==> config.mk <==
export PLATFORM = sky130hd
export DESIGN_NAME = sde_lane
export DESIGN_NICKNAME = d
export VERILOG_FILES = /design/src/rtl/sde_pkg.sv /design/src/rtl/sde_lane.sv
export SDC_FILE = /design/constraint.sdc
export NUM_CORES = 2
export LEC_CHECK = 0
export ABC_AREA = 1
export BUFFER_PORTS_ARGS = -buffer_cell sky130_fd_sc_hd__buf_4
export CORE_MARGIN = 2
export CORE_UTILIZATION = 40
export CTS_CLUSTER_DIAMETER = 100
export DETAILED_ROUTE_END_ITERATION = 8
export PLACE_DENSITY = 0.6
export SYNTH_ARGS = -nofsm -noshare
export SYNTH_HDL_FRONTEND = slang
export SYNTH_SLANG_ARGS = --single-unit
==> constraint.sdc <==
create_clock -name clk_i -period 13.3 [get_ports clk_i]
set_clock_uncertainty 0.2 [all_clocks]
set_input_delay 1.33 -clock clk_i [delete_from_list [all_inputs] [get_ports clk_i]]
set_output_delay 1.33 -clock clk_i [all_outputs]
set_load 0.02 [all_outputs]
==> src/rtl/sde_pkg.sv <==
// Shared types, constants and the gain table function of the stereo de-esser.
// Depends on nothing; every other file of the block imports it.
package sde_pkg;

  // Sample and coefficient formats.
  localparam int SAMPLE_BITS = 24;
  localparam int COEF_W      = 32;
  localparam int ACC_W       = 60;
  localparam int CFG_W       = 32;
  localparam int CFG_IDX_W   = 3;

  // Default values of the top-level parameters.
  localparam int DEF_UPDATE_INTERVAL = 8;
  localparam int DEF_ATTACK_COEF     = 16701300;
  localparam int DEF_RELEASE_COEF    = 16769600;

  // 10^(-1/400) in Q2.30, one twentieth of a dB of cut per power.
  localparam logic [63:0] GAIN_STEP_Q30 = 64'd1067578625;
  localparam logic [COEF_W-1:0] ONE_Q30 = 32'h4000_0000;

  // Configuration register indexes.
  typedef enum logic [CFG_IDX_W-1:0] {
    REG_SC_B0     = 3'd0,
    REG_SC_A1     = 3'd1,
    REG_SC_A2     = 3'd2,
    REG_COS_OMEGA = 3'd3,
    REG_ALPHA     = 3'd4,
    REG_THRESHOLD = 3'd5,
    REG_MAX_CUT   = 3'd6
  } reg_idx_e;

  typedef logic signed [SAMPLE_BITS-1:0] sample_t;
  typedef logic [4:0][COEF_W-1:0] coef_set_t;

  // Pass-through filter: b0 is one, the rest zero.
  localparam coef_set_t COEF_RESET = {128'd0, ONE_Q30};

  // Lane control and lane status.
  typedef struct packed {
    logic start;
    logic main_sel;
  } lane_ctl_t;

  typedef struct packed {
    logic    done;
    sample_t y;
  } lane_res_t;

  // Gain step raised to the power 2^k, squared with rounding as the
  // square-and-multiply sequence does it.
  function automatic logic [29:0] gain_base(int k);
    logic [63:0] b;
    b = GAIN_STEP_Q30;
    for (int i = 0; i < k; i++) begin
      b = (b * b + 64'd536870912) >> 30;
    end
    return b[29:0];
  endfunction

endpackage

==> src/rtl/sde_lane.sv <==
// One channel lane: a five-tap multiply-accumulate biquad shared by the
// sidechain high-pass and the main peaking filter. Depends on sde_pkg.
module sde_lane import sde_pkg::*; (
  input  logic      clk_i,
  input  logic      rst_ni,
  input  lane_ctl_t ctl_i,
  input  coef_set_t sc_coef_i,
  input  coef_set_t mn_coef_i,
  input  sample_t   x_i,
  output lane_res_t res_o
);

  typedef enum logic [2:0] {
    L_IDLE = 3'b001,
    L_RUN  = 3'b010,
    L_FIN  = 3'b100
  } lane_state_e;

  localparam logic [2:0] LAST_TAP = 3'd4;
  localparam logic signed [ACC_W-1:0] HALF29 = ACC_W'(64'd268435456);
  localparam logic signed [ACC_W-1:0] HALF30 = ACC_W'(64'd536870912);
  localparam logic signed [ACC_W-1:0] S_MAX = ACC_W'((64'd1 << (SAMPLE_BITS - 1)) - 64'd1);
  localparam logic signed [ACC_W-1:0] S_MIN = -S_MAX - ACC_W'(1);

  lane_state_e state_q, state_d;
  logic [2:0] tap_q, tap_d;
  logic main_q, main_d;
  logic signed [ACC_W-1:0] acc_q, acc_d;
  sample_t sc_h_q [4];
  sample_t mn_h_q [4];
  sample_t y_q;
  logic done_q;

  sample_t d_sel;
  logic signed [COEF_W-1:0] c_sel;
  logic signed [COEF_W+SAMPLE_BITS-1:0] prod;
  logic signed [ACC_W-1:0] rnd;
  sample_t y_d;

  // Tap operand selection and the product for the current tap.
  always_comb begin
    case (tap_q)
      3'd0:    d_sel = x_i;
      3'd1:    d_sel = main_q ? mn_h_q[0] : sc_h_q[0];
      3'd2:    d_sel = main_q ? mn_h_q[1] : sc_h_q[1];
      3'd3:    d_sel = main_q ? mn_h_q[2] : sc_h_q[2];
      3'd4:    d_sel = main_q ? mn_h_q[3] : sc_h_q[3];
      default: d_sel = '0;
    endcase
    c_sel = $signed(main_q ? mn_coef_i[tap_q] : sc_coef_i[tap_q]);
    prod  = c_sel * d_sel;
  end

  // Rounding by the coefficient format and saturation to a sample.
  always_comb begin
    if (main_q) begin
      rnd = (acc_q + HALF30) >>> 30;
    end else begin
      rnd = (acc_q + HALF29) >>> 29;
    end
    if (rnd > S_MAX) begin
      y_d = SAMPLE_BITS'(S_MAX);
    end else if (rnd < S_MIN) begin
      y_d = SAMPLE_BITS'(S_MIN);
    end else begin
      y_d = SAMPLE_BITS'(rnd);
    end
  end

  // Sequencer over the five taps.
  always_comb begin
    state_d = state_q;
    tap_d   = tap_q;
    main_d  = main_q;
    acc_d   = acc_q;
    unique case (state_q)
      L_IDLE: begin
        if (ctl_i.start) begin
          state_d = L_RUN;
          tap_d   = '0;
          main_d  = ctl_i.main_sel;
          acc_d   = '0;
        end
      end
      L_RUN: begin
        if (tap_q >= 3'd3) begin
          acc_d = acc_q - ACC_W'(prod);
        end else begin
          acc_d = acc_q + ACC_W'(prod);
        end
        tap_d = tap_q + 3'd1;
        if (tap_q == LAST_TAP) begin
          state_d = L_FIN;
        end
      end
      L_FIN: begin
        state_d = L_IDLE;
      end
      default: state_d = L_IDLE;
    endcase
  end

  always_ff @(posedge clk_i or negedge rst_ni) begin
    if (!rst_ni) begin
      state_q <= L_IDLE;
      tap_q   <= '0;
      main_q  <= 1'b0;
      done_q  <= 1'b0;
      for (int i = 0; i < 4; i++) begin
        sc_h_q[i] <= '0;
        mn_h_q[i] <= '0;
      end
    end else begin
      state_q <= state_d;
      tap_q   <= tap_d;
      main_q  <= main_d;
      done_q  <= (state_q == L_FIN);
      // History shift at the end of each filter pass.
      if (state_q == L_FIN) begin
        if (main_q) begin
          mn_h_q[1] <= mn_h_q[0];
          mn_h_q[0] <= x_i;
          mn_h_q[3] <= mn_h_q[2];
          mn_h_q[2] <= y_d;
        end else begin
          sc_h_q[1] <= sc_h_q[0];
          sc_h_q[0] <= x_i;
          sc_h_q[3] <= sc_h_q[2];
          sc_h_q[2] <= y_d;
        end
      end
    end
  end

  // Accumulator and result payload.
  always_ff @(posedge clk_i) begin
    acc_q <= acc_d;
    if (state_q == L_FIN) begin
      y_q <= y_d;
    end
  end

  assign res_o.done = done_q;
  assign res_o.y    = y_q;

endmodule

After elaboration in Yosys (flattened, before gate mapping)
Cells that the tools add are included.
{ "op_classes": {"add_sub_neg": 5, "n_mul": 1, "order_cmp": 4, "n_eq_ne": 9, "muxes": 21, "n_bitwise": 1, "reduce_logical": 7} }
{ "op_table": {"columns": ["op", "count"], "rows": [
  ["$bmux W32 S3", 2],
  ["$mux W60", 3],
  ["$mux W24", 6],
  ["$pmux W24 S5", 1],
  ["$pmux W60 S2", 1],
  ["$mux W32", 3],
  ["$add A60 B30 Y60 const B", 1],
  ["$add A60 B31 Y60 const B", 1],
  ["$add A60 B56 Y60", 1],
  ["$gt A60 B24 Y1 const B", 1],
  ["$lt A60 B24 Y1 const B", 1],
  ["$sub A60 B56 Y60", 1],
  ["$mul A32 B24 Y56", 1],
  ["$pmux W3 S2", 2],
  ["$reduce_and A2 Y1", 5],
  ["$eq A3 B2 Y1 const B", 3],
  ["$mux W3", 3],
  ["$eq A3 B1 Y1 const B", 2],
  ["$eq A3 B3 Y1 const B", 2],
  ["$lt A3 B4 Y1 const B", 1],
  ["$ne A2 B2 Y1 const B", 2],
  ["$add A3 B1 Y3 const B", 1],
  ["$ge A3 B2 Y1 const B", 1],
  ["$logic_not A3 Y1", 1],
  ["other kinds (2)", 2]
]} }
{ "totals": {"ff_bits": 284, "inputBits": 348, "out_inout_bits": 25, "word_cells": 62} }

Logic depth before layout (Yosys ltp)
{ "logic_depth": {"word_depth": 7, "depth_mapped": 66, "depth_no_buf": 61} }

Worst setup path after synthesis
No wires, ideal clock.
{ "synth_path": {"kind": "reg-to-reg", "from": "register tap_q[0]", "to": "register acc_q[58] (data pin)", "setup_ps": 261, "arrival_time_ps": 10340, "t_required_ps": 12839, "path_slack_ps": 2499, "stages_incl_launch_ff": 56, "n_path_buf": 6, "synth_period_minus_slack_ps": 10801, "cell_sequence": "dfrtp_1 -> buf_2 -> inv_1 -> buf_2 -> buf_1 -> clkbuf_1 -> ha_1 -> nand2_1 -> clkbuf_1 -> a21oi_1 -> a21oi_1 -> inv_1 -> nor3_1 -> buf_2 -> nor2_1 -> fa_1 -> inv_1 -> fa_1 -> (+20 left out) -> nand2_1 -> nor2_1 -> nand4_1 -> xor2_1 -> nand2_1 -> nand2_1 -> ha_1 -> a21o_1 -> a31oi_1 -> o21ai_0 -> a21oi_1 -> nand3_1 -> nand2_1 -> nand4_1 -> a21oi_1 -> o21ai_0 -> o21ai_0 -> a21oi_1"} }
{ "synth_between": {"elab_chain_cells": 7, "elab_cells_between_ends": 17, "classes_between": "add/sub: 2; mul: 1; order compare: 1; eq/ne: 4; mux: 8; reduce/logical: 1"} }
{ "synth_lines": {"columns": ["element", "line", "source"], "rows": [
  ["from (decl)", "sde_lane.sv:26", "logic [2:0] tap_q, tap_d;"],
  ["from (signal assigned)", "sde_lane.sv:115", "tap_q <= tap_d;"],
  ["$bmux W32 S3", "sde_lane.sv:50", "c_sel = $signed(main_q ? mn_coef_i[tap_q] : sc_coef_i[tap_q]);"],
  ["$mux W32 (not written as such)", "sde_lane.sv:50", null],
  ["$mux W32", "sde_lane.sv:50", null],
  ["$mul A32 B24 Y56", "sde_lane.sv:51", "prod = c_sel * d_sel;"],
  ["$add A60 B56 Y60 / $sub A60 B56 Y60 (equally long branches)", "sde_lane.sv:89, sde_lane.sv:87", null],
  ["$mux W60 (*)", "sde_lane.sv:86", "if (tap_q >= 3'd3) begin"],
  ["$pmux W60 S2 (*)", "sde_lane.sv:76", "unique case (state_q)"],
  ["to (signal assigned)", "sde_lane.sv:137", "acc_q <= acc_d;"],
  ["to (decl)", "sde_lane.sv:28", "logic signed [ACC_W-1:0] acc_q, acc_d;"]
]} }
Every way passes the cells marked *; elsewhere a longest branch is shown, timed or not. The select of a mux whose other input is x is not followed.
A chain may end at the register's enable or synchronous reset.

Final worst setup path
{ "layout_path": {"from": "register tap_q[0]", "to": "register acc_q[59] (data pin)"} }
The elaborated chain is that of the path after synthesis.

==> summary.txt <==
====================================================================================================
Clock insertion delay at the later pin of the skew report .............................      0.61 ns
Setup Crit Path Kind ..................................................................      reg2reg
Top-Level Pins ........................................................................          373
Cell Rows .............................................................................          130
Final Non-Filler Cells ................................................................         9193
Grt ovf ...............................................................................            0
Worst path slowest cell ............................................................... sky130_fd_sc_hd__o311ai_0
Data arrival time of the critical path ................................................     12.91 ns
Worst Reg-to-Reg Cells ................................................................           48
Nets ..................................................................................         8857
RePlAce Congestion ....................................................................        0.975
Starting density of the core ..........................................................        40.3%
Post-synth net total ..................................................................         8395
Area of the die ....................................................................... 129000 sq um
Netlist Area Pre-Place ................................................................  50600 sq um
Share of cells above drive strength 1 .................................................        10.8%
Clock-pin slew reported for the worst setup and hold paths after clock tree synthesis .      0.07 ns
Worst EP required .....................................................................     13.46 ns
Library cell appearing most often on the critical path ................................ sky130_fd_sc_hd__nand2_1
Number of cells traversed by the worst hold path ......................................            2
Met2 track demand over resource in global routing .....................................        49.3%
Number of nets with antenna violations after detailed routing .........................            0
Die height ............................................................................       360 um
Initial antenna violation count .......................................................           12
Worst-case clock buffer depth .........................................................            3
Post-synth top flop ................................................................... sky130_fd_sc_hd__dfrtp_1
Post-synth top area cell .............................................................. sky130_fd_sc_hd__fa_1
Post-synthesis area per instance ......................................................   7.18 sq um
Vias in the first global route ........................................................        48500
Most common cell after layout, fill and taps aside .................................... sky130_fd_sc_hd__nand2_1
Via total after detailed routing ......................................................        48200
Smallest hold slack ...................................................................     0.275 ns
Filler instances ......................................................................        12900
Setup_tns .............................................................................         0 ns
Final setup violation count ...........................................................            0
Clock tree root buffer cell ........................................................... sky130_fd_sc_hd__clkbuf_16
Highest achievable clock rate .........................................................   0.0784 GHz
Clock sinks ...........................................................................          284
Share of flip-flops with an asynchronous set or reset .................................        70.4%
Total CTS buffers .....................................................................           29
CTS tree ..............................................................................        built
Area occupied by multi-input gates ....................................................  36400 sq um
Post-detailed-route via-to-cell ratio .................................................         5.24
FF/Latch Area .........................................................................   7540 sq um
Pin count of the biggest net entering global routing ..................................          171
Layout Area Growth over Synthesis .....................................................        14.9%
Run status ............................................................................ finished, final reports clean
CP Max Fanout .........................................................................           20
Yosys warning count ...................................................................            0
Met3 capacity usage during global routing .............................................        4.50%
Final number of max-transition violations .............................................            0
IO buf count ..........................................................................          372
Relative slew slack ...................................................................        25.7%
Iteration-0 DRC Markers ...............................................................         4292
Slew of the pin with the lowest slew margin ...........................................      1.11 ns
Half-perimeter wire length of the detailed placement result ...........................    166000 um
Hold violation count in the final report ..............................................            0
Global-route layer with the greatest usage ............................................         met2
Part of the Yosys area used for sequential elements ...................................        14.9%
Width of the chip .....................................................................       360 um
Routed Wire Length ....................................................................    198000 um
Proportion of netlist area held by the largest area contributor .......................        31.0%
Core Box Area ......................................................................... 126000 sq um
Global-route wire length before repair ................................................    302000 um
Drt wl/cell ...........................................................................      21.5 um
Period utilization ....................................................................        95.9%
Drt first pass iters ..................................................................            7
Count of flip-flops with a built-in enable after synthesis ............................           84
Largest incremental delay on the critical path ........................................      0.80 ns
Cell Count Post-Placement .............................................................         9127
Worst Setup End Kind ..................................................................         flop
Post-synthesis cell count .............................................................         7046
Number of max-capacitance violations reported .........................................            0
Leading post-synthesis cells by cell area ............................................. sky130_fd_sc_hd__fa_1 (31%), sky130_fd_sc_hd__nand2_1 (13%), sky130_fd_sc_hd__inv_1 (11%), sky130_fd_sc_hd__dfrtp_1 (9.8%), sky130_fd_sc_hd__nor2_1 (6.1%)
Register bit total from synthesis .....................................................          284
Hold buffer count at CTS ..............................................................            0
Number of DRC violations after detailed routing .......................................            0
RSZ-0062 raised after global routing ..................................................           no
Met1 usage ............................................................................        41.2%
Synth cell types ......................................................................           56
Hold Path Class .......................................................................      reg2reg
Final critical delay including setup and external delays ..............................     12.75 ns
Minimum setup slack among reg-to-reg paths ............................................      0.55 ns
Total global-route track usage ........................................................        30.6%
CTS HTree Levels ......................................................................            1
Startpoint class of the critical path .................................................         flop
Most frequent cells in the layout ..................................................... sky130_fd_sc_hd__nand2_1 (1743), sky130_fd_sc_hd__inv_1 (1511), sky130_fd_sc_hd__nor2_1 (819), sky130_fd_sc_hd__fa_1 (784), sky130_fd_sc_hd__buf_4 (670)
====================================================================================================
==> worst paths after layout <==
kind | from | end
max in group asynchronous | rst_ni | sc_h_q[81]
hold reg to reg | sc_h_q[48] | sc_h_q[48]
hold / removal | sc_h_q[48] | sc_h_q[48]
setup / recovery | tap_q[0] | acc_q[59]
setup reg to reg | tap_q[0] | acc_q[59]
min in group asynchronous | rst_ni | state_q[1]
==> state kept, by name, summed over array words and instances (netlist names) <==
signal,cells
sc_h_q,96
y_q,24
done_q,1
tap_q,3
main_q,1
mn_h_q,96
acc_q,60
state_q,3
==> synthesized netlist by cell type, types with 39 or more instances <==
cell type	number
sky130_fd_sc_hd__nand4_1	49
sky130_fd_sc_hd__edfxtp_1	84
sky130_fd_sc_hd__xor2_1	74
sky130_fd_sc_hd__clkbuf_1	209
sky130_fd_sc_hd__fa_1	784
sky130_fd_sc_hd__dfrtp_1	199
sky130_fd_sc_hd__o311ai_0	62
sky130_fd_sc_hd__nor3_1	45
sky130_fd_sc_hd__nand2_1	1744
sky130_fd_sc_hd__ha_1	217
sky130_fd_sc_hd__o21ai_0	462
sky130_fd_sc_hd__inv_1	1516
sky130_fd_sc_hd__nor2_1	823
sky130_fd_sc_hd__nand3_1	169
sky130_fd_sc_hd__a21oi_1	275
sky130_fd_sc_hd__o22ai_1	39
==> cell families after synthesis <==
group                      count (synthesis)  synth area share, %
DFF                                      284                 14.9
xor gates and xnor gates                 109                 1.89
buffers and inverters                   1788                 13.4
AOI/OAI and AO/OA                        942                 10.3
muxes                                     23                0.455
adders and majority gates               1001                 36.4
and+or+nand+nor                         2899                 22.8
==> worst max-delay path: cells and delay by family, from the launching register on <==
kind,cells,cell delay [ns]
DFF,1,0.62
buffers and inverters,8,1.40
and+or+nand+nor,24,3.60
xor gates and xnor gates,1,0.24
AOI/OAI and AO/OA,6,2.07
adders and majority gates,9,4.36
==> metrics by stage <==
| stage | worst slack [ns] | utilization [%] | cell area (sq um) |
|---|---|---|---|
| after floorplan | 2.50 | - | 50600 |
| after CTS | 0.498 | 46.3 | 58100 |
| after global routing | 0.00522 | 46.3 | 58100 |
| after detailed placement | 0.243 | 45.5 | 57100 |
| final | 0.549 | 46.3 | 58100 |
| after global placement | 0.292 | 45.5 | 57100 |
==> routing by layer <==
layer	part of all wire [%]	routed length [um]	vias to the layer above
met3	7.3	14400	322
li1	-	-	22300
met5	0	0	-
met1	42	82900	23600
met2	46	90500	1933
met4	5.1	10000	0
==> layout make-up <==
cell class / count / area share [%]
Inverter: 1534 / 9.92
Antenna cell: 12 / 0.0516
Tap cell: 1650 / 3.55
Sequential cell: 284 / 13.0
Multi-Input combinational cell: 4974 / 62.7
Clock inverter: 19 / 0.336
Clock buffer: 35 / 1.34
Timing Repair Buffer: 685 / 9.16
==> timing repair <==
item,in CTS,in global routing
gates resized for setup,0,6
endpoints found under the setup margin,0,5
setup buffers,0,0
hold endpoints to repair,0,0
Power is left out: the tool's default activity adds up to more than one toggle a clock period on the data nets, which glitch-free logic cannot reach.
