<file path="config.mk">
export PLATFORM = sky130hd
export DESIGN_NAME = sde_merge
export DESIGN_NICKNAME = d
export VERILOG_FILES = /design/src/rtl/sde_pkg.sv /design/src/rtl/sde_merge.sv
export SDC_FILE = /design/constraint.sdc
export NUM_CORES = 1
export LEC_CHECK = 0
export ABC_CLOCK_PERIOD_IN_PS = 15320
export BUFFER_PORTS_ARGS = -buffer_cell sky130_fd_sc_hd__buf_4
export CAP_MARGIN = 20
export CORE_MARGIN = 5
export CORE_UTILIZATION = 50
export CTS_CLUSTER_DIAMETER = 40
export CTS_CLUSTER_SIZE = 24
export DETAILED_ROUTE_END_ITERATION = 8
export GPL_TIMING_DRIVEN = 0
export MAX_ROUTING_LAYER = met4
export PLACE_DENSITY_LB_ADDON = 0.2
export SETUP_SLACK_MARGIN = 0.3
export SLEW_MARGIN = 30
export SYNTH_ARGS = -nofsm -noshare
export SYNTH_HDL_FRONTEND = slang
export SYNTH_SLANG_ARGS = --single-unit
export TNS_END_PERCENT = 1
</file>
<file path="constraint.sdc">
create_clock -name clk_i -period 15.32 [get_ports clk_i]
set_clock_uncertainty 0.1 [all_clocks]
set_input_delay 3.064 -clock clk_i [delete_from_list [all_inputs] [get_ports clk_i]]
set_output_delay 3.064 -clock clk_i [all_outputs]
set_load 0.05 [all_outputs]
</file>
<file path="src/rtl/sde_pkg.sv">
// Shared types, constants and the gain table function of the stereo de-esser.
// Depends on nothing; every other file of the block imports it.
package sde_pkg;

  // Sample and coefficient formats.
  localparam int SAMPLE_BITS = 24;
  localparam int COEF_W      = 32;
  localparam int ACC_W       = 60;
  localparam int CFG_W       = 32;
  localparam int CFG_IDX_W   = 3;

  // Default values of the top-level parameters.
  localparam int DEF_UPDATE_INTERVAL = 8;
  localparam int DEF_ATTACK_COEF     = 16701300;
  localparam int DEF_RELEASE_COEF    = 16769600;

  // 10^(-1/400) in Q2.30, one twentieth of a dB of cut per power.
  localparam logic [63:0] GAIN_STEP_Q30 = 64'd1067578625;
  localparam logic [COEF_W-1:0] ONE_Q30 = 32'h4000_0000;

  // Configuration register indexes.
  typedef enum logic [CFG_IDX_W-1:0] {
    REG_SC_B0     = 3'd0,
    REG_SC_A1     = 3'd1,
    REG_SC_A2     = 3'd2,
    REG_COS_OMEGA = 3'd3,
    REG_ALPHA     = 3'd4,
    REG_THRESHOLD = 3'd5,
    REG_MAX_CUT   = 3'd6
  } reg_idx_e;

  typedef logic signed [SAMPLE_BITS-1:0] sample_t;
  typedef logic [4:0][COEF_W-1:0] coef_set_t;

  // Pass-through filter: b0 is one, the rest zero.
  localparam coef_set_t COEF_RESET = {128'd0, ONE_Q30};

  // Lane control and lane status.
  typedef struct packed {
    logic start;
    logic main_sel;
  } lane_ctl_t;

  typedef struct packed {
    logic    done;
    sample_t y;
  } lane_res_t;

  // Gain step raised to the power 2^k, squared with rounding as the
  // square-and-multiply sequence does it.
  function automatic logic [29:0] gain_base(int k);
    logic [63:0] b;
    b = GAIN_STEP_Q30;
    for (int i = 0; i < k; i++) begin
      b = (b * b + 64'd536870912) >> 30;
    end
    return b[29:0];
  endfunction

endpackage

</file>
<file path="src/rtl/sde_merge.sv">
// Merging stage: takes the larger sidechain magnitude of the two lanes and
// runs the attack/release peak envelope. Depends on sde_pkg.
module sde_merge import sde_pkg::*; #(
  parameter int ATTACK_COEF  = DEF_ATTACK_COEF,
  parameter int RELEASE_COEF = DEF_RELEASE_COEF
) (
  input  logic                   clk_i,
  input  logic                   rst_ni,
  input  logic                   en_i,
  input  sample_t                yl_i,
  input  sample_t                yr_i,
  output logic [SAMPLE_BITS-1:0] env_o
);

  localparam int EW = SAMPLE_BITS;
  localparam logic signed [EW:0] ATK = $signed({1'b0, EW'(ATTACK_COEF)});
  localparam logic signed [EW:0] REL = $signed({1'b0, EW'(RELEASE_COEF)});
  localparam logic signed [EW+2:0] ENV_MAX = (EW+3)'(64'd1 << (SAMPLE_BITS - 1));
  localparam logic signed [2*EW+1:0] HALF24 = (2*EW+2)'(64'd8388608);

  logic [EW-1:0] env_q, env_d;
  logic [EW-1:0] mag_l, mag_r, lvl;
  logic signed [EW:0] diff, coef;
  logic signed [2*EW+1:0] prod;
  logic signed [2*EW+1:0] step;
  logic signed [EW+2:0] nv;

  // Level detection and envelope smoothing.
  always_comb begin
    mag_l = yl_i[EW-1] ? EW'(-yl_i) : EW'(yl_i);
    mag_r = yr_i[EW-1] ? EW'(-yr_i) : EW'(yr_i);
    lvl   = (mag_r > mag_l) ? mag_r : mag_l;
    diff  = $signed({1'b0, env_q}) - $signed({1'b0, lvl});
    coef  = (lvl > env_q) ? ATK : REL;
    prod  = coef * diff;
    step  = (prod + HALF24) >>> 24;
    nv    = $signed({3'b000, lvl}) + (EW+3)'(step);
    if (nv < 0) begin
      env_d = '0;
    end else if (nv > ENV_MAX) begin
      env_d = EW'(ENV_MAX);
    end else begin
      env_d = EW'(nv);
    end
  end

  always_ff @(posedge clk_i or negedge rst_ni) begin
    if (!rst_ni) begin
      env_q <= '0;
    end else if (en_i) begin
      env_q <= env_d;
    end
  end

  assign env_o = env_q;

endmodule

</file>
# --- After elaboration in Yosys (flattened, before gate mapping) ---
# Cells that the tools add are included.
op_classes:
  addsub: 5
  n_mul: 1
  n_div: 0
  magnitude_cmp: 4
  n_eq_ne: 0
  n_shift: 0
  mux: 6
  bitwise: 0
  reduce_logical: 0
op_table:
  columns: ["op", "n"]
  rows:
  - ["two-way mux 24 bit", 5]
  - ["adder 50 x 25 -> 50 bit (second input constant)", 1]
  - ["multiplier 25 x 25 -> 50 bit", 1]
  - ["> comparator 24 bit", 2]
  - ["negation 24 bit", 2]
  - ["adder 25 x 26 -> 27 bit", 1]
  - ["> comparator 27 x 25 -> 1 bit (second input constant)", 1]
  - ["less-than comparator 27 x 1 -> 1 bit (second input constant)", 1]
  - ["subtractor 24 x 24 -> 25 bit", 1]
  - ["two-way mux 17 bit", 1]
word_totals:
  register_bits: 24
  latchBits: 0
  ramBits: 0
  mem_bits_ro: 0
  in_bits: 51
  out_inout_bits: 24
  wordCells: 17
  mem_count: 0

# --- Depth between registers and ports, before layout ---
# Gate-level depths: netlist of the first run.
depth:
  word_depth: 12
  mapped_depth: 72

# --- Worst setup path before layout of the first run ---
# No wires, ideal clock.
synth_timing:
  path_kind: "input port to flip-flop"
  start: "input yr_i[0]"
  end: "register env_q[16] (netlist: env_o[16])"
  setup_time_ns: 0.075
  t_arrival_ns: 16.826
  t_required_ns: 15.145
  path_slack_ns: -1.681
  cell_stages: 66
  n_path_buf: 3
  path_cell_list: "inv_1 > ha_1 > or4b_4 > o41ai_1 > xor2_1 > inv_1 > ha_1 > a21o_1 > a21oi_1 > nor2b_1 > o21ai_0 > nand2b_1 > a211oi_1 > o21ai_0 > nand2_1 > o211ai_2 > nand2_1 > buf_2 > [30 not listed] > nand2_1 > nand2_1 > a31oi_1 > xnor2_1 > ha_1 > clkbuf_1 > a21oi_1 > nand2_1 > o31ai_1 > a211oi_1 > or2_2 > a311oi_1 > and2_1 > mux2i_1 > mux2i_4 > nand2_4 > buf_12 > o2bb2ai_2"
synth_via:
  elab_chain_len: 12
synth_rtl:
  columns: ["item", "line_no", "source"]
  rows:
  - ["start: declaration", "sde_merge.sv:11", "input sample_t yr_i,"]
  - ["negation 24 bit", "sde_merge.sv:31", "mag_r = yr_i[EW-1] ? EW'(-yr_i) : EW'(yr_i);"]
  - ["two-way mux 24 bit *", "sde_merge.sv:31", null]
  - ["> comparator 24 bit", "sde_merge.sv:32", "lvl = (mag_r > mag_l) ? mag_r : mag_l;"]
  - ["two-way mux 24 bit *", "sde_merge.sv:32", null]
  - ["> comparator 24 bit", "sde_merge.sv:34", "coef = (lvl > env_q) ? ATK : REL;"]
  - ["two-way mux 17 bit", "sde_merge.sv:34", null]
  - ["multiplier 25 x 25 -> 50 bit", "sde_merge.sv:35", "prod = coef * diff;"]
  - ["adder 50 x 25 -> 50 bit", "sde_merge.sv:36", "step = (prod + HALF24) >>> 24;"]
  - ["adder 25 x 26 -> 27 bit *", "sde_merge.sv:37", "nv = $signed({3'b000, lvl}) + (EW+3)'(step);"]
  - ["> comparator 27 x 25 -> 1 bit", "sde_merge.sv:40", "end else if (nv > ENV_MAX) begin"]
  - ["two-way mux 24 bit", "sde_merge.sv:40", null]
  - ["two-way mux 24 bit *", "sde_merge.sv:38", "if (nv < 0) begin"]
  - ["end signal: assignment", "sde_merge.sv:51", "env_q <= env_d;"]
  - ["end: declaration", "sde_merge.sv:21", "logic [EW-1:0] env_q, env_d;"]
# Mark *: on every way between the ends. The rest lies on a longest branch, timed or not.
# A chain may end at the register's enable or synchronous reset.

# --- Final worst setup path of the first run ---
layout_timing:
  start: "input yr_i[6]"
  end: "register env_q[14] (netlist: env_o[14])"
# Same word-level chain as after synthesis.

==> results of run 1 <==
## timing repair
action	4_1_cts	5_1_grt
setup endpoints to repair	24	24
buffers inserted	148	25
pin swaps	188	65
gates resized for setup	275	51
cloned	3	0
hold buffers	0	0
## cell usage in the layout, fill, tap and decap left out, types with 25 or more instances in the layout
master / netlist / layout
a21o_1: 46 / 46
a21oi_1: 81 / 55
buf_4: 3 / 230
fa_1: 337 / 316
ha_1: 316 / 265
ha_4: 0 / 37
inv_1: 571 / 549
mux2i_1: 28 / 25
nand2_1: 90 / 73
nand3_1: 33 / 27
nand4_1: 26 / 26
nor2_1: 95 / 67
o21ai_0: 65 / 42
xor2_1: 64 / 48
## through the flow
step	TNS [ns]	hold WS, ns
global placement	-95.90	0.434
CTS	-36.39	0.472
global route	-56.68	0.491
finish	-44.93	0.465
floorplan	-14.43	0.658
detailed placement	-92.48	0.432
## cell type report
type                            instances  area (sq um)
Sequential cell                        24           601
Inverter                              572          2160
Buffer                                 38           380
Multi-Input combinational cell       1527         18600
Timing Repair Buffer                  249          2050
Fill cell                            3249         14100
Clock buffer                            4          88.8
Tap cell                              518           648
## worst max-delay path: cells and delay by family
kind | cells | cell delay (ns)
xor gates and xnor gates | 5 | 1.11
AOI/OAI and AO/OA | 22 | 4.29
buffers and inverters | 10 | 1.28
adders and majority gates | 11 | 4.14
and+or+nand+nor | 17 | 3.08
muxes | 1 | 0.36
## per-layer routing
metal,vias up,GRT usage [%]
li1,7436,-
met1,8066,34.7
met2,487,47.9
met3,127,2.39
met4,0,7.75
met5,-,-
## final timing paths
check | start | endpoint | slack [ns]
worst max-delay path | yr_i[6] | env_o[14] | -1.95
worst min-delay path | env_o[5] | env_o[5] | 0.47
worst max register to register | env_o[13] | env_o[14] | 3.67
worst min register to register | env_o[5] | env_o[5] | 0.47
max in group asynchronous | rst_ni | env_o[11] | 12.27
min in group asynchronous | rst_ni | env_o[2] | 2.59
## cell families (layout without fill, tap and decap cells)
group	count (synthesis)	after routing	share of synthesized area, %
AOI/OAI and AO/OA	340	340	12.4
xor gates and xnor gates	109	109	4.99
adders and majority gates	654	654	55.1
buffers and inverters	610	863	12.0
DFF	24	24	3.09
muxes	53	53	3.06
other	2	8	0.0386
and+or+nand+nor	363	363	9.31
==> run_results.csv, run 1 <==
group,metric,value,unit
run_status,status,"complete, but fails checks",
run_status,violations,"setup timing",
place,place_ws,-4.05,ns
setup_path,slowest_stage,"fa_1",
setup_path,worst_r2r_path_depth,49,
die,start_util,50.4,%
clocking,cts_made_buffers,3,
clocking,clk_pin_slew,0.07,ns
grt,grt_pass1_vias,17609,
die,num_rows,72,
clocking,clk_latency,0.27,ns
place,dpl_cell_area,21400,sq um
sta,slew_viol_final,0,
drt,routedLengthMet1,24.0,mm
grt,grt_start_max_net_pins,25,
synthesis,synth_area_leader_cell,"fa_1",
die,die_h,207,um
synthesis,synth_top_area_share,34.7,%
synthesis,async_flop_share,100,%
clocking,clockBufferDepth,2,
setup_path,crit_path_max_incr_delay,0.55,ns
finish,fin_nets,3119,
finish,instances_no_fill,2932,
sta,hold_violations,0,
sta,fmaxAchievable,57.9,MHz
grt,antenna_found_initial,0,
drt,via_count,16116,
synthesis,post-synth-top-count-cell,"inv_1",
setup_path,crit_path_end_kind,"flop",
grt,grt_pass1_wl,93.3,mm
drt,top_layer,"met4",
synthesis,synth_ff_type,"dfrtp_1",
synthesis,synthesis.instances,2155,
sta,relSlewSlack,40.9,%
drt,drt_iter0_drc,1079,
sta,fin_ws,-1.95,ns
sta,tightest_slew,0.887,ns
clocking,h-tree-depth,1,
synthesis,ys_ff_latch,24,
grt,overflow,0,
setup_path,worst-setup-path-type,"input pin to flop",
drt,wl_per_cell,19.7,um
drt,wl_met3,2.52,mm
drt,drtAntennaViolNets,0,
min_path,hold_class,"flop to flop",
grt,grt_usage,27.5,%
clocking,clockRootBuffer,"clkbuf_16",
synthesis,ys_warn_count,0,
synthesis,synth_edf_count,0,
sta,rsz0062_at_grt,"true",
finish,area.growth.synth_to_final,26.0,%
finish,drive_gt1_share,25.8,%
place,dp_cells,2752,
synthesis,synth_common_cells,"inv_1, fa_1, ha_1",
synthesis,synth.distinct_cells,89,
drt,detail_route.first_pass.iterations,7,
place,globalplace.congestion,0.935,
place,dp_hpwl,47.6,mm
clocking,cts.sinks,24,
die,dieWidth,207,um
drt,vias_per_cell,5.50,
die,pin_count,75,
setup_path,arrival,17.37,ns
clocking,cts_tree,"built",
finish,n_antenna_cell,0,
setup_path,worst-path-max-fanout,9,
synthesis,seq_area_frac_synth,3.09,%
sta,fin_crit_sh,113,%
die,core-area,38600,sq um
synthesis,ys_top_cells_by_area,"fa_1, ha_1, inv_1, dfrtp_1, xor2_1",
job,cap_violations,0,
drt,drc,0,
setup_path,cp.required,15.42,ns
drt,wl_met2,29.1,mm
sta,finalSetupViolCount,24,
synthesis,syn_area,19400,sq um
drt,finalWirelength,57.8,mm
die,die_area,42900,sq um
synthesis,syn_avg_cell_area,9.02,sq um
setup_path,start_kind,"input pin",
finish,final_area,24500,sq um
sta,fin_crit,17.27,ns
place,io_buffers,73,
finish,utilization,63.5,%
min_path,hold_depth,1,
finish,largest_register_ffs,24,
Power of run 1 is not shown: default switching activity piles up to over one toggle a cycle in this logic, so the estimate is an artifact.
==> run 2, diff against run 1 <==
==> constraint.sdc (replaced) <==
create_clock -name clk_i -period 15.32 [get_ports clk_i]
set_clock_uncertainty 0.1 [all_clocks]
set_input_delay 3.064 -clock clk_i [delete_from_list [all_inputs] [get_ports clk_i]]
set_output_delay 3.064 -clock clk_i [all_outputs]
set_load 0.1 [all_outputs]
==> run 2 against run 1 <==
  * The flow still finishes with violations (setup timing)
  * Sequential share of layout area about the same
  * Die area unchanged
  * Maximum frequency grew 1.0%
  * Flip-flop and latch count stayed put
  * Clock-buffer cell count shrank 1
  * Utilization fell by 0.91 points
  * Non-clock buffer count down 23
  * Routed wire length down 1.5%
  * Hold slack improved by 0.0092 ns
  * Via count fell by 0.99%
==> run_results.csv, run 2 (synthesized netlist as in run 1, its figures left out) <==
group,metric,value,unit
clocking,clk_pin_slew,0.06,ns
finish,instances_no_fill,2908,
setup_path,crit_path_end_kind,"flop",
drt,via_count,15956,
finish,final_common_cell,"inv_1",
run_status,status,"complete, but fails checks",
setup_path,cp.required,15.42,ns
clocking,cts_made_buffers,3,
drt,drtAntennaViolNets,0,
sta,fmaxAchievable,58.5,MHz
finish,final_area,24100,sq um
sta,hold_violations,0,
place,io_buffers,73,
setup_path,crit_path_max_incr_delay,0.57,ns
die,pin_count,75,
die,start_util,50.4,%
min_path,hp-start,"env_o[5]",
drt,vias_per_cell,5.49,
place,dp_hpwl,47.8,mm
setup_path,worst-setup-path-type,"input pin to flop",
place,dp_cells,2752,
min_path,hold_class,"flop to flop",
die,num_rows,72,
grt,antenna_found_initial,0,
sta,fin_crit,17.10,ns
drt,finalWirelength,57.0,mm
run_status,violations,"setup timing",
grt,overflow,0,
setup_path,start_kind,"input pin",
finish,drive_gt1_share,23.9,%
clocking,cts_tree,"built",
die,die_area,42900,sq um
setup_path,arrival,17.20,ns
sta,relSlewSlack,35.0,%
finish,largest_register_ffs,24,
clocking,h-tree-depth,1,
finish,fin_nets,3096,
finish,n_antenna_cell,0,
setup_path,startpoint,"yr_i[0]",
sta,rsz0062_at_grt,"true",
place,dpl_cell_area,21400,sq um
clocking,clockBufferDepth,2,
drt,wl_per_cell,19.6,um
place,globalplace.congestion,0.938,
sta,whs,0.474,ns
drt,drt_iter0_drc,1055,
setup_path,crit_top_cell,"fa_1",
die,dieWidth,207,um
grt,grt_usage,27.0,%
clocking,clockRootBuffer,"clkbuf_16",
sta,slew_viol_final,0,
die,core-area,38600,sq um
job,cap_violations,0,
finish,layout_common_cells,"inv_1, fa_1, ha_1, buf_4, nand2_1",
finish,utilization,62.6,%
sta,fin_crit_sh,112,%
clocking,cts.sinks,24,
clocking,clk_latency,0.27,ns
setup_path,worst-path-max-fanout,10,
drt,drc,0,
setup_path,slowest_stage,"fa_1",
sta,finalSetupViolCount,24,
sta,tightest_slew,0.975,ns
die,die_h,207,um
setup_path,worstReg2RegStart,"env_o[0]",
drt,detail_route.first_pass.iterations,7,
finish,area.growth.synth_to_final,24.2,%
grt,grt_pass1_wl,90.8,mm
grt,grt_start_max_net_pins,25,
grt,grt_pass1_vias,17074,
sta,fin_ws,-1.78,ns
run 2: path summary, 6_finish.rpt:
path	endpoint	slack, ns	cells past startpoint
min reg2reg	env_o[5]	0.47	1
max in group asynchronous	env_o[22]	12.25	1
min	env_o[5]	0.47	1
max	env_o[4]	-1.78	71
max reg2reg	env_o[4]	3.84	52
min in group asynchronous	env_o[2]	2.60	1
run 2: cell type report:
| cell class | instances | area, sq um |
|---|---|---|
| multi-input combinational | 1527 | 18500 |
| timing repair buffer | 226 | 1800 |
| fill | 3280 | 14400 |
| clock buffer | 3 | 75.1 |
| buffer | 38 | 368 |
| tap | 518 | 648 |
| inverter | 572 | 2160 |
| sequential | 24 | 601 |
run 2: metal layers:
| layer | vias up | wire (um) | global-route usage, % | part of all wire [%] |
|---|---|---|---|---|
| met5 | - | 0 | - | 0 |
| met4 | 0 | 2040 | 8.60 | 3.6 |
| met3 | 109 | 2700 | 3.46 | 4.7 |
| met2 | 489 | 28400 | 45.9 | 50 |
| met1 | 7973 | 23800 | 33.8 | 42 |
| li1 | 7385 | - | - | - |
run 2: timing repair:
action / in CTS / in global routing
hold buffers: 0 / 0
resized for setup: 202 / 88
endpoints found under the setup margin: 24 / 24
pin swaps: 117 / 102
cloned: 2 / 0
buffers inserted: 98 / 53
run 2: worst max-delay path: cells and delay by family:
family	cells	cell delay, ns
XOR/XNOR	4	0.85
buffers and inverters	14	1.59
multiplexers	1	0.38
AO/OA/AOI/OAI	22	3.96
adder cells (fa/ha/maj)	12	4.81
AND/OR/NAND/NOR	18	2.53
run 2: stage by stage:
| step | setup slack (ns) | TNS [ns] |
|---|---|---|
| global route | -2.20 | -51.13 |
| global placement | -4.13 | -94.36 |
| detailed placement | -4.13 | -94.48 |
| floorplan | -0.702 | -14.46 |
| CTS | -1.61 | -36.95 |
| finish | -1.78 | -40.70 |
Power of run 2 is left out for the same reason.
